==> config.mk <==
export PLATFORM = sky130hd
export DESIGN_NAME = utf8_byte_decoder_top
export DESIGN_NICKNAME = d
export VERILOG_FILES = /design/src/u8d_pkg.sv /design/src/u8d_decode.sv /design/src/u8d_out_fifo.sv /design/src/utf8_byte_decoder_top.sv
export SDC_FILE = /design/constraint.sdc
export NUM_CORES = 1
export LEC_CHECK = 0
export BUFFER_PORTS_ARGS = -buffer_cell sky130_fd_sc_hd__buf_2
export CAP_MARGIN = 0
export CORE_MARGIN = 5
export CORE_UTILIZATION = 35
export DETAILED_ROUTE_END_ITERATION = 10
export SLEW_MARGIN = 20
export SYNTH_ARGS = -nofsm -noshare
export SYNTH_HDL_FRONTEND = slang
export SYNTH_SLANG_ARGS = --single-unit
==> constraint.sdc <==
create_clock -name clk -period 3 [get_ports clk]
set_clock_uncertainty 0.1 [all_clocks]
set_input_delay 0.15 -clock clk [delete_from_list [all_inputs] [get_ports clk]]
set_output_delay 0.15 -clock clk [all_outputs]
set_load 0.01 [all_outputs]
==> src/u8d_pkg.sv <==
// Shared types and constants for the UTF-8 byte decoder.
package u8d_pkg;

    localparam int BYTE_W  = 8;
    localparam int CODE_W  = 31;
    localparam int PART_W  = 25;
    localparam int REM_W   = 3;
    localparam int CONT_W  = 6;
    localparam int STAT_W  = 2;

    localparam logic [1:0] CONT_TAG = 2'b10;

    typedef enum logic [STAT_W-1:0] {
        ST_OK       = 2'd0,
        ST_BAD_LEAD = 2'd1,
        ST_BAD_CONT = 2'd2,
        ST_TRUNC    = 2'd3
    } status_t;

    typedef struct packed {
        logic [CODE_W-1:0] code_point;
        status_t           status;
    } result_t;

endpackage

==> src/u8d_decode.sv <==
// Decode step: sequence state plus the per-byte result logic.
module u8d_decode
(
    input  logic                      clk,
    input  logic                      rst_n,
    input  logic                      item_valid,
    input  logic [u8d_pkg::BYTE_W-1:0] data_byte,
    input  logic                      end_of_input,
    output logic                      res_valid,
    output u8d_pkg::result_t          res
);
    import u8d_pkg::*;

    logic [REM_W-1:0]  rem_reg,  rem_next;
    logic [PART_W-1:0] part_reg, part_next;

    always_comb
    begin
        rem_next       = rem_reg;
        part_next      = part_reg;
        res_valid      = 1'b0;
        res.code_point = '0;
        res.status     = ST_OK;
        if (item_valid)
        begin
            if (end_of_input)
            begin
                if (rem_reg != '0)
                begin
                    res_valid  = 1'b1;
                    res.status = ST_TRUNC;
                    rem_next   = '0;
                    part_next  = '0;
                end
            end
            else if (rem_reg == '0)
            begin
                unique casez (data_byte)
                    8'b0???????:
                    begin
                        res_valid      = 1'b1;
                        res.code_point = CODE_W'(data_byte);
                    end
                    8'b110?????:
                    begin
                        part_next = PART_W'(data_byte[4:0]);
                        rem_next  = REM_W'(1);
                    end
                    8'b1110????:
                    begin
                        part_next = PART_W'(data_byte[3:0]);
                        rem_next  = REM_W'(2);
                    end
                    8'b11110???:
                    begin
                        part_next = PART_W'(data_byte[2:0]);
                        rem_next  = REM_W'(3);
                    end
                    8'b111110??:
                    begin
                        part_next = PART_W'(data_byte[1:0]);
                        rem_next  = REM_W'(4);
                    end
                    8'b1111110?:
                    begin
                        part_next = PART_W'(data_byte[0]);
                        rem_next  = REM_W'(5);
                    end
                    default:
                    begin
                        // 10xxxxxx or seven-plus leading ones
                        res_valid  = 1'b1;
                        res.status = ST_BAD_LEAD;
                        part_next  = '0;
                    end
                endcase
            end
            else if (data_byte[7:6] != CONT_TAG)
            begin
                res_valid  = 1'b1;
                res.status = ST_BAD_CONT;
                rem_next   = '0;
                part_next  = '0;
            end
            else if (rem_reg == REM_W'(1))
            begin
                res_valid      = 1'b1;
                res.code_point = {part_reg, data_byte[CONT_W-1:0]};
                rem_next       = '0;
                part_next      = '0;
            end
            else
            begin
                part_next = {part_reg[PART_W-CONT_W-1:0], data_byte[CONT_W-1:0]};
                rem_next  = rem_reg - REM_W'(1);
            end
        end
    end

    always_ff @(posedge clk or negedge rst_n)
    begin
        if (!rst_n)
        begin
            rem_reg  <= '0;
            part_reg <= '0;
        end
        else
        begin
            rem_reg  <= rem_next;
            part_reg <= part_next;
        end
    end

endmodule

==> src/u8d_out_fifo.sv <==
// Two-entry result buffer between the decode step and the output channel.
module u8d_out_fifo
(
    input  logic             clk,
    input  logic             rst_n,
    input  logic             push,
    input  u8d_pkg::result_t push_data,
    output logic             full,
    output logic             out_valid,
    input  logic             out_stall,
    output u8d_pkg::result_t out_data
);
    import u8d_pkg::*;

    result_t    mem [2];
    logic       wr_ptr_reg, wr_ptr_next;
    logic       rd_ptr_reg, rd_ptr_next;
    logic [1:0] count_reg,  count_next;
    logic       pop;

    assign full      = (count_reg == 2'd2);
    assign out_valid = (count_reg != 2'd0);
    assign out_data  = mem[rd_ptr_reg];
    assign pop       = out_valid && !out_stall;

    always_comb
    begin
        wr_ptr_next = push ? ~wr_ptr_reg : wr_ptr_reg;
        rd_ptr_next = pop  ? ~rd_ptr_reg : rd_ptr_reg;
        count_next  = count_reg + 2'(push) - 2'(pop);
    end

    always_ff @(posedge clk)
    begin
        if (push)
        begin
            mem[wr_ptr_reg] <= push_data;
        end
    end

    always_ff @(posedge clk or negedge rst_n)
    begin
        if (!rst_n)
        begin
            wr_ptr_reg <= 1'b0;
            rd_ptr_reg <= 1'b0;
            count_reg  <= 2'd0;
        end
        else
        begin
            wr_ptr_reg <= wr_ptr_next;
            rd_ptr_reg <= rd_ptr_next;
            count_reg  <= count_next;
        end
    end

endmodule

==> src/utf8_byte_decoder_top.sv <==
// Top level of the UTF-8 byte decoder: input register, decode step, result buffer.
// Decodes one byte per cycle while the input is not stalled; sequences of one to six
// bytes, code points up to 31 bits. Each transfer is taken into an input register,
// decoded against the sequence state once the result buffer is not full and, when it
// completes a character or shows an error, written into a two-entry result buffer.
// Input stalls only while the input register holds a byte and the buffer is full.
module utf8_byte_decoder_top
(
    input  logic                       clk,
    input  logic                       rst_n,
    input  logic                       in_valid,
    output logic                       in_stall,
    input  logic [u8d_pkg::BYTE_W-1:0] data_byte,
    input  logic                       end_of_input,
    output logic                       out_valid,
    input  logic                       out_stall,
    output logic [u8d_pkg::CODE_W-1:0] code_point,
    output logic [u8d_pkg::STAT_W-1:0] status
);
    import u8d_pkg::*;

    logic              in_valid_reg;
    logic [BYTE_W-1:0] data_reg;
    logic              end_reg;
    logic              fifo_full;
    logic              advance;
    logic              res_valid;
    result_t           res;
    result_t           out_data;

    assign in_stall = in_valid_reg && fifo_full;
    assign advance  = in_valid_reg && !fifo_full;

    always_ff @(posedge clk or negedge rst_n)
    begin
        if (!rst_n)
        begin
            in_valid_reg <= 1'b0;
        end
        else if (!in_stall)
        begin
            in_valid_reg <= in_valid;
        end
    end

    always_ff @(posedge clk)
    begin
        if (in_valid && !in_stall)
        begin
            data_reg <= data_byte;
            end_reg  <= end_of_input;
        end
    end

    u8d_decode u_decode
    (
        .clk          (clk),
        .rst_n        (rst_n),
        .item_valid   (advance),
        .data_byte    (data_reg),
        .end_of_input (end_reg),
        .res_valid    (res_valid),
        .res          (res)
    );

    u8d_out_fifo u_out_fifo
    (
        .clk       (clk),
        .rst_n     (rst_n),
        .push      (res_valid),
        .push_data (res),
        .full      (fifo_full),
        .out_valid (out_valid),
        .out_stall (out_stall),
        .out_data  (out_data)
    );

    assign code_point = out_data.code_point;
    assign status     = out_data.status;

endmodule

==> results of run 1 <==
==> how the worst min path moves through the flow <==
stage,from,end,cells after the start
finish,out_stall,u_out_fifo.rd_ptr_reg,3
global route,out_stall,u_out_fifo.rd_ptr_reg,3
CTS,out_stall,u_out_fifo.rd_ptr_reg,3
detailed placement,rst_n,u_decode.rem_reg[1],1
global placement,rst_n,u_decode.rem_reg[2],1
floorplan,rst_n,in_valid_reg,0
==> layer usage <==
metal / vias to the layer above / wire, um / track usage [%] / share of wire (%)
met5: - / 0 / 0 / 0
met4: 0 / 206 / 5.80 / 2.5
met3: 14 / 362 / 2.62 / 4.3
met2: 72 / 3950 / 17.7 / 47
met1: 1270 / 3850 / 15.5 / 46
li1: 1268 / - / - / -
==> final cells by class <==
type	instances	area [um^2]
fillers	1152	7290
clock buffers	9	225
inverters	10	37.5
clock inverters	7	100
flip-flops and latches	108	3080
well taps	172	215
repair buffers	65	435
multi-input cells	171	1390
==> worst min-delay path: stages <==
cell and delay [ns]:
buf_2 0.07, nor2b_1 0.06, xor2_1 0.14
==> placed cells by master, fill, tap and decap left out, types with 3 or more instances in the layout <==
cell type / netlist / final
edfxtp_1: 75 / 75
buf_2: 14 / 47
mux2_2: 33 / 33
dfrtp_1: 33 / 33
and2_1: 27 / 27
a22o_1: 20 / 20
nand2_1: 14 / 14
dlygate4sd3_1: 0 / 11
inv_1: 9 / 9
clkbuf_16: 0 / 9
a21oi_1: 6 / 6
nand3_1: 5 / 5
nor3_1: 5 / 5
ha_1: 5 / 5
nor4_1: 4 / 4
nand2b_1: 4 / 4
inv_8: 0 / 4
buf_4: 1 / 4
nor2b_1: 3 / 3
mux2i_1: 3 / 3
nor2_1: 3 / 3
nand4_1: 3 / 3
o41ai_2: 3 / 3
buf_12: 0 / 3
==> through the flow <==
step                area, um^2  instances
floorplan                 4610        308
global placement          5050        515
detailed placement        5050        515
CTS                       5480        542
global route              5480        542
finish                    5480        542
==> repair_timing <==
item                                    CTS  global route
hold buffers                             11             0
endpoints found under the setup margin    0             0
hold endpoints to repair                 43             0
==> power groups by stage <==
stage / sequential [mW] / combinational [mW] / clock, mW
2_1_floorplan: 2.06 / 1.19 / 0
3_3_place_gp: 2.14 / 1.61 / 0
3_5_place_dp: 2.15 / 1.63 / 0
4_1_cts: 2.12 / 1.65 / 1.30
5_1_grt: 2.15 / 1.78 / 1.35
6_report: 2.12 / 1.60 / 1.25
==> cell families (layout without fill, tap and decap cells) <==
family	count (synthesis)	in the layout
buf+inv	29	91
xor+xnor	3	3
compound gates	48	48
mux	37	37
simple gates	78	78
fa+ha+maj	5	5
flops	108	108
==> qor.yml, run 1 <==
setup_viol: 0
fin_crit_sh_pct: 83.1
std_cell_rows: 41
drv_slew: 0
crit_type: "reg2reg"
worstPathRequired_ns: 2.95
tightest_slew_ns: 0.773
power.leakage_nw: 2.16
cpPeakStageDelay_ns: 0.49
clkTransAtPathRegs_ns: 0.07
hold_violations: 0
final_util_pct: 42.9
drt-initial-drc-count: 233
path_buf_inv: 2
diodes: 0
place.gp.congestion: 0.828
grt_pass1_vias: 2778
p_per_area_nw_per_um2: 907
syn_inst: 308
vias_per_cell: 4.84
maxSlewHeadroom_pct: 48.5
cp_num_cells: 8
critPathCapture: "u_out_fifo.mem[1][0]"
place_hpwl_mm: 5.52
cp.arrival_ns: 2.44
ff2ff_setup_slack_ns: 0.51
synthAdderAreaFrac_pct: 1.36
dr.pass1.iters: 4
drc: 0
worstSetupStartpointType: "flip-flop"
ys_seq_area_share_pct: 66.9
startpoint: "u_decode.rem_reg[0]"
switching_share_pct: 32.8
synth.most_common_cell: "edfxtp_1"
core_um2: 12800
area_growth_pct: 19.2
grt_pass1_wl_mm: 14.4
clock_latency_ns: 0.35
synth_cell_types: 51
clock-root-buffer: "clkbuf_16"
pre_cts_ws_ns: 0.520
tns_ns: 0
synthFlopType: "edfxtp_1"
power.switching_mw: 1.63
pwr-share-comb_pct: 32.2
vias: 2624
cts_setup_buffers: 0
grt.overflow.total: 0
grt.total_usage_pct: 11.6
nets: 383
die_area_um2: 15500
die_height_um: 125
synthXorXnorAreaFrac_pct: 0.571
path_max_fanout: 33
p_int_mw: 3.34
yosys_warnings: 0
seqPwrFrac_pct: 42.5
setup_ws_ns: 0.507
antenna_found_initial: 0
peakVddDrop_mv: 0.271
numCtsBuffers: 9
clkPwrFrac_pct: 25.2
cts_buffer_depth: 2
synthMuxAreaShare_pct: 8.98
ys_top_cells_by_count: "75 x edfxtp_1, 33 x dfrtp_1, 33 x mux2_2"
synth-simple-area-share_pct: 9.79
hold_ws_ns: 0.0170
avgSynthCellArea_um2: 14.9
drive_gt1_share_pct: 32.4
r2r_start: "u_decode.rem_reg[0]"
yosysTopAreaCell: "edfxtp_1"
reg2reg_depth: 8
detail-route-antenna-nets: 0
grt_max_degree: 34
synth.area.top_cells: "edfxtp_1 49%, dfrtp_1 18%, mux2_2 8.1%"
synth_nets: 326
post-route-min-period_ns: 2.49
die_w_um: 125
clock.fmax_ghz: 0.401
rsz0062_at_grt: "no"
initial_core_util_pct: 36.0
synth_edf_count: 75
largest_reg_flops: 66
cpMaxStageDelayCell: "a2111o_1"
htree_levels: 3
totalPowerFinal_mw: 4.97
end_kind: "flip-flop"
ys_ff_latch: 108
synth_top_family_by_area: "simple AND/OR/NAND/NOR gates"
wire_per_inst_um: 15.4
path_cells: "inv_1 -> ha_1 -> ha_1 -> nand3b_2 -> o31ai_4 -> a2111o_1 -> a21boi_4 -> buf_12"
status: "finished, final reports clean"
syn_area_um2: 4600
ios: 48
r2r_end: "u_out_fifo.mem[1][0]"
clock_sinks: 108
min_path_type: "in2reg"
synth_top_area_share_pct: 49.0
cts_tree: "done"
async_reset_ff_share_pct: 30.6
cp_top_family: "compound AO/OA/AOI/OAI gates"
drv_cap: 0
synth_compound_area_share_pct: 9.39
wl_mm: 8.37
ctsResizeCount: 0
portBuffers: 47
path_common_cell: "ha_1"
Power figures use the tool's default switching activity.
==> run 2, diff against run 1 <==
==> constraint.sdc (replaced) <==
create_clock -name clk -period 2.5 [get_ports clk]
set_clock_uncertainty 0.1 [all_clocks]
set_input_delay 0.125 -clock clk [delete_from_list [all_inputs] [get_ports clk]]
set_output_delay 0.125 -clock clk [all_outputs]
set_load 0.01 [all_outputs]
==> qor.yml, run 2 (synthesized netlist as in run 1, its figures left out) <==
status: "finished, final reports clean"
nets: 395  # +3.1%
drive_gt1_share_pct: 34.6  # +2.1 points
cpMaxStageDelayCell: "a2111o_1"
r2r_start: "u_decode.rem_reg[0]"
tns_ns: 0  # unchanged
htree_levels: 3  # unchanged
drv_cap: 0  # unchanged
ios: 48  # unchanged
grt.total_usage_pct: 11.9  # +0.29 points
setup_viol: 0  # unchanged
initial_core_util_pct: 36.0  # unchanged
clock_latency_ns: 0.35  # about the same
fin_crit_sh_pct: 94.9  # +12 points
hold_ws_ns: 0.279  # +0.262 ns
antenna_found_initial: 0  # unchanged
met2_usage_pct: 19.1  # +1.4 points
peakVddDrop_mv: 0.494  # +82%
grt_max_degree: 34  # unchanged
path_max_fanout: 20  # -39%
portBuffers: 47  # unchanged
drc: 0  # unchanged
core_um2: 12800  # unchanged
post-route-min-period_ns: 2.37  # -0.121 ns
ctsResizeCount: 0  # unchanged
drv_slew: 0  # unchanged
grt.overflow.total: 0  # unchanged
wire_per_inst_um: 15.8  # +2.4%
min_path_type: "in2async"
detail-route-antenna-nets: 0  # unchanged
final_cell_area_um2: 5560  # +1.5%
diodes: 0  # unchanged
end_kind: "flip-flop"
vias: 2700  # +2.9%
place.gp.congestion: 0.811  # -2.1%
ff2ff_setup_slack_ns: 0.13  # -0.38 ns
reg2reg_depth: 8  # unchanged
maxSlewHeadroom_pct: 48.3  # -0.17 points
final_cell_mix: "75 x edfxtp_1, 47 x buf_2, 33 x mux2_2, 33 x dfrtp_1, 27 x and2_1"
top_usage_layer: "met2"
path_buf_inv: 2  # unchanged
std_cell_rows: 41  # unchanged
fillers: 1166  # +1.2%
cp_top_family: "compound AO/OA/AOI/OAI gates"
rsz0062_at_grt: "no"
crit_type: "reg2reg"
cpPeakStageDelay_ns: 0.45  # -0.04 ns
dr.pass1.iters: 4  # unchanged
numCtsBuffers: 9  # unchanged
r2r_end: "u_out_fifo.mem[1][15]"
cp.arrival_ns: 2.33  # -0.11 ns
die_w_um: 125  # unchanged
final_util_pct: 43.6  # +0.64 points
use_met3_pct: 3.86  # +1.2 points
totalPowerFinal_mw: 5.93  # +19%
clock_sinks: 108  # unchanged
grt_pass1_vias: 2813  # +1.3%
worstPathRequired_ns: 2.46  # -0.49 ns
place_hpwl_mm: 5.89  # +6.6%
clock.fmax_ghz: 0.422  # +5.1%
dpl-instance-area_um2: 5170  # +2.4%
drt-initial-drc-count: 125  # -46%
clock-root-buffer: "clkbuf_16"
hold_violations: 0  # unchanged
worstSetupStartpointType: "flip-flop"
cts_tree: "done"
die_area_um2: 15500  # unchanged
largest_reg_flops: 66  # unchanged
clkTransAtPathRegs_ns: 0.07  # about the same
met1_usage_pct: 14.8  # -0.66 points
cts_buffer_depth: 2  # unchanged
wl_mm: 8.76  # +4.7%
vias_per_cell: 4.87  # +0.67%
power.leakage_nw: 2.20  # +1.9%
path_cells: "inv_1 -> ha_2 -> ha_4 -> nand4_1 -> nor2b_2 -> a2111o_1 -> a21boi_4 -> buf_12"
area_growth_pct: 21.0
tightest_slew_ns: 0.775  # +0.00259 ns
final_common_cell: "edfxtp_1"
die_height_um: 125  # unchanged
grt_pass1_wl_mm: 14.6  # +1.1%
p_per_area_nw_per_um2: 1070  # +18%
-- run 2: changes by cell type in the layout (fill, tap and decap cells not counted), moves of 2 or more --
cell      before  now
buf_4          4   14
ha_1           5    3
inv_8          4    0
inv_6          0    3
clkbuf_1       0    2
-- run 2: power by group --
part           internal [mW]  total, mW  switching, mW
Combinational          0.962       2.10           1.14
Clock                  0.689       1.32          0.629
Sequential              2.34       2.52          0.176
Total                   3.99       5.93           1.94
-- run 2: worst max path at each step --
stage	start	end	slack (ns)	depth (start not counted)
floorplan	u_decode.rem_reg[0]	u_out_fifo.mem[1][0]	-0.13	8
global placement	u_decode.rem_reg[0]	u_out_fifo.mem[1][20]	0.17	8
detailed placement	u_decode.rem_reg[0]	u_out_fifo.mem[1][28]	0.12	8
CTS	u_decode.rem_reg[0]	u_out_fifo.mem[1][30]	0.12	8
global route	u_decode.rem_reg[0]	u_out_fifo.count_reg[1]	0.02	10
finish	u_decode.rem_reg[0]	u_out_fifo.mem[1][15]	0.13	8
-- run 2: timing repair --
item,4_1_cts,5_1_grt
hold buffers,12,0
setup buffers,0,0
endpoints found under the hold margin,44,0
-- run 2: stage by stage --
stage,instances,setup WS [ns]
after detailed placement,526,0.124
after global routing,554,0.0232
after global placement,526,0.173
after floorplan,308,-0.129
after CTS,554,0.123
final,554,0.128
-- run 2: final cells by class --
| type | count | area [um^2] | share of cell area (%) |
|---|---|---|---|
| Timing Repair Buffer | 77 | 541 | 9.71 |
| Multi-Input combinational cell | 171 | 1420 | 25.5 |
| Inverter | 10 | 37.5 | 0.675 |
| Sequential cell | 108 | 3080 | 55.3 |
| Tap cell | 172 | 215 | 3.87 |
| Clock buffer | 11 | 233 | 4.18 |
| Clock inverter | 5 | 42.5 | 0.765 |
-- run 2: layer usage --
metal / routed length [um] / up-vias
met5: 0 / -
met4: 139 / 0
met3: 328 / 13
met2: 4450 / 51
met1: 3840 / 1347
li1: - / 1289
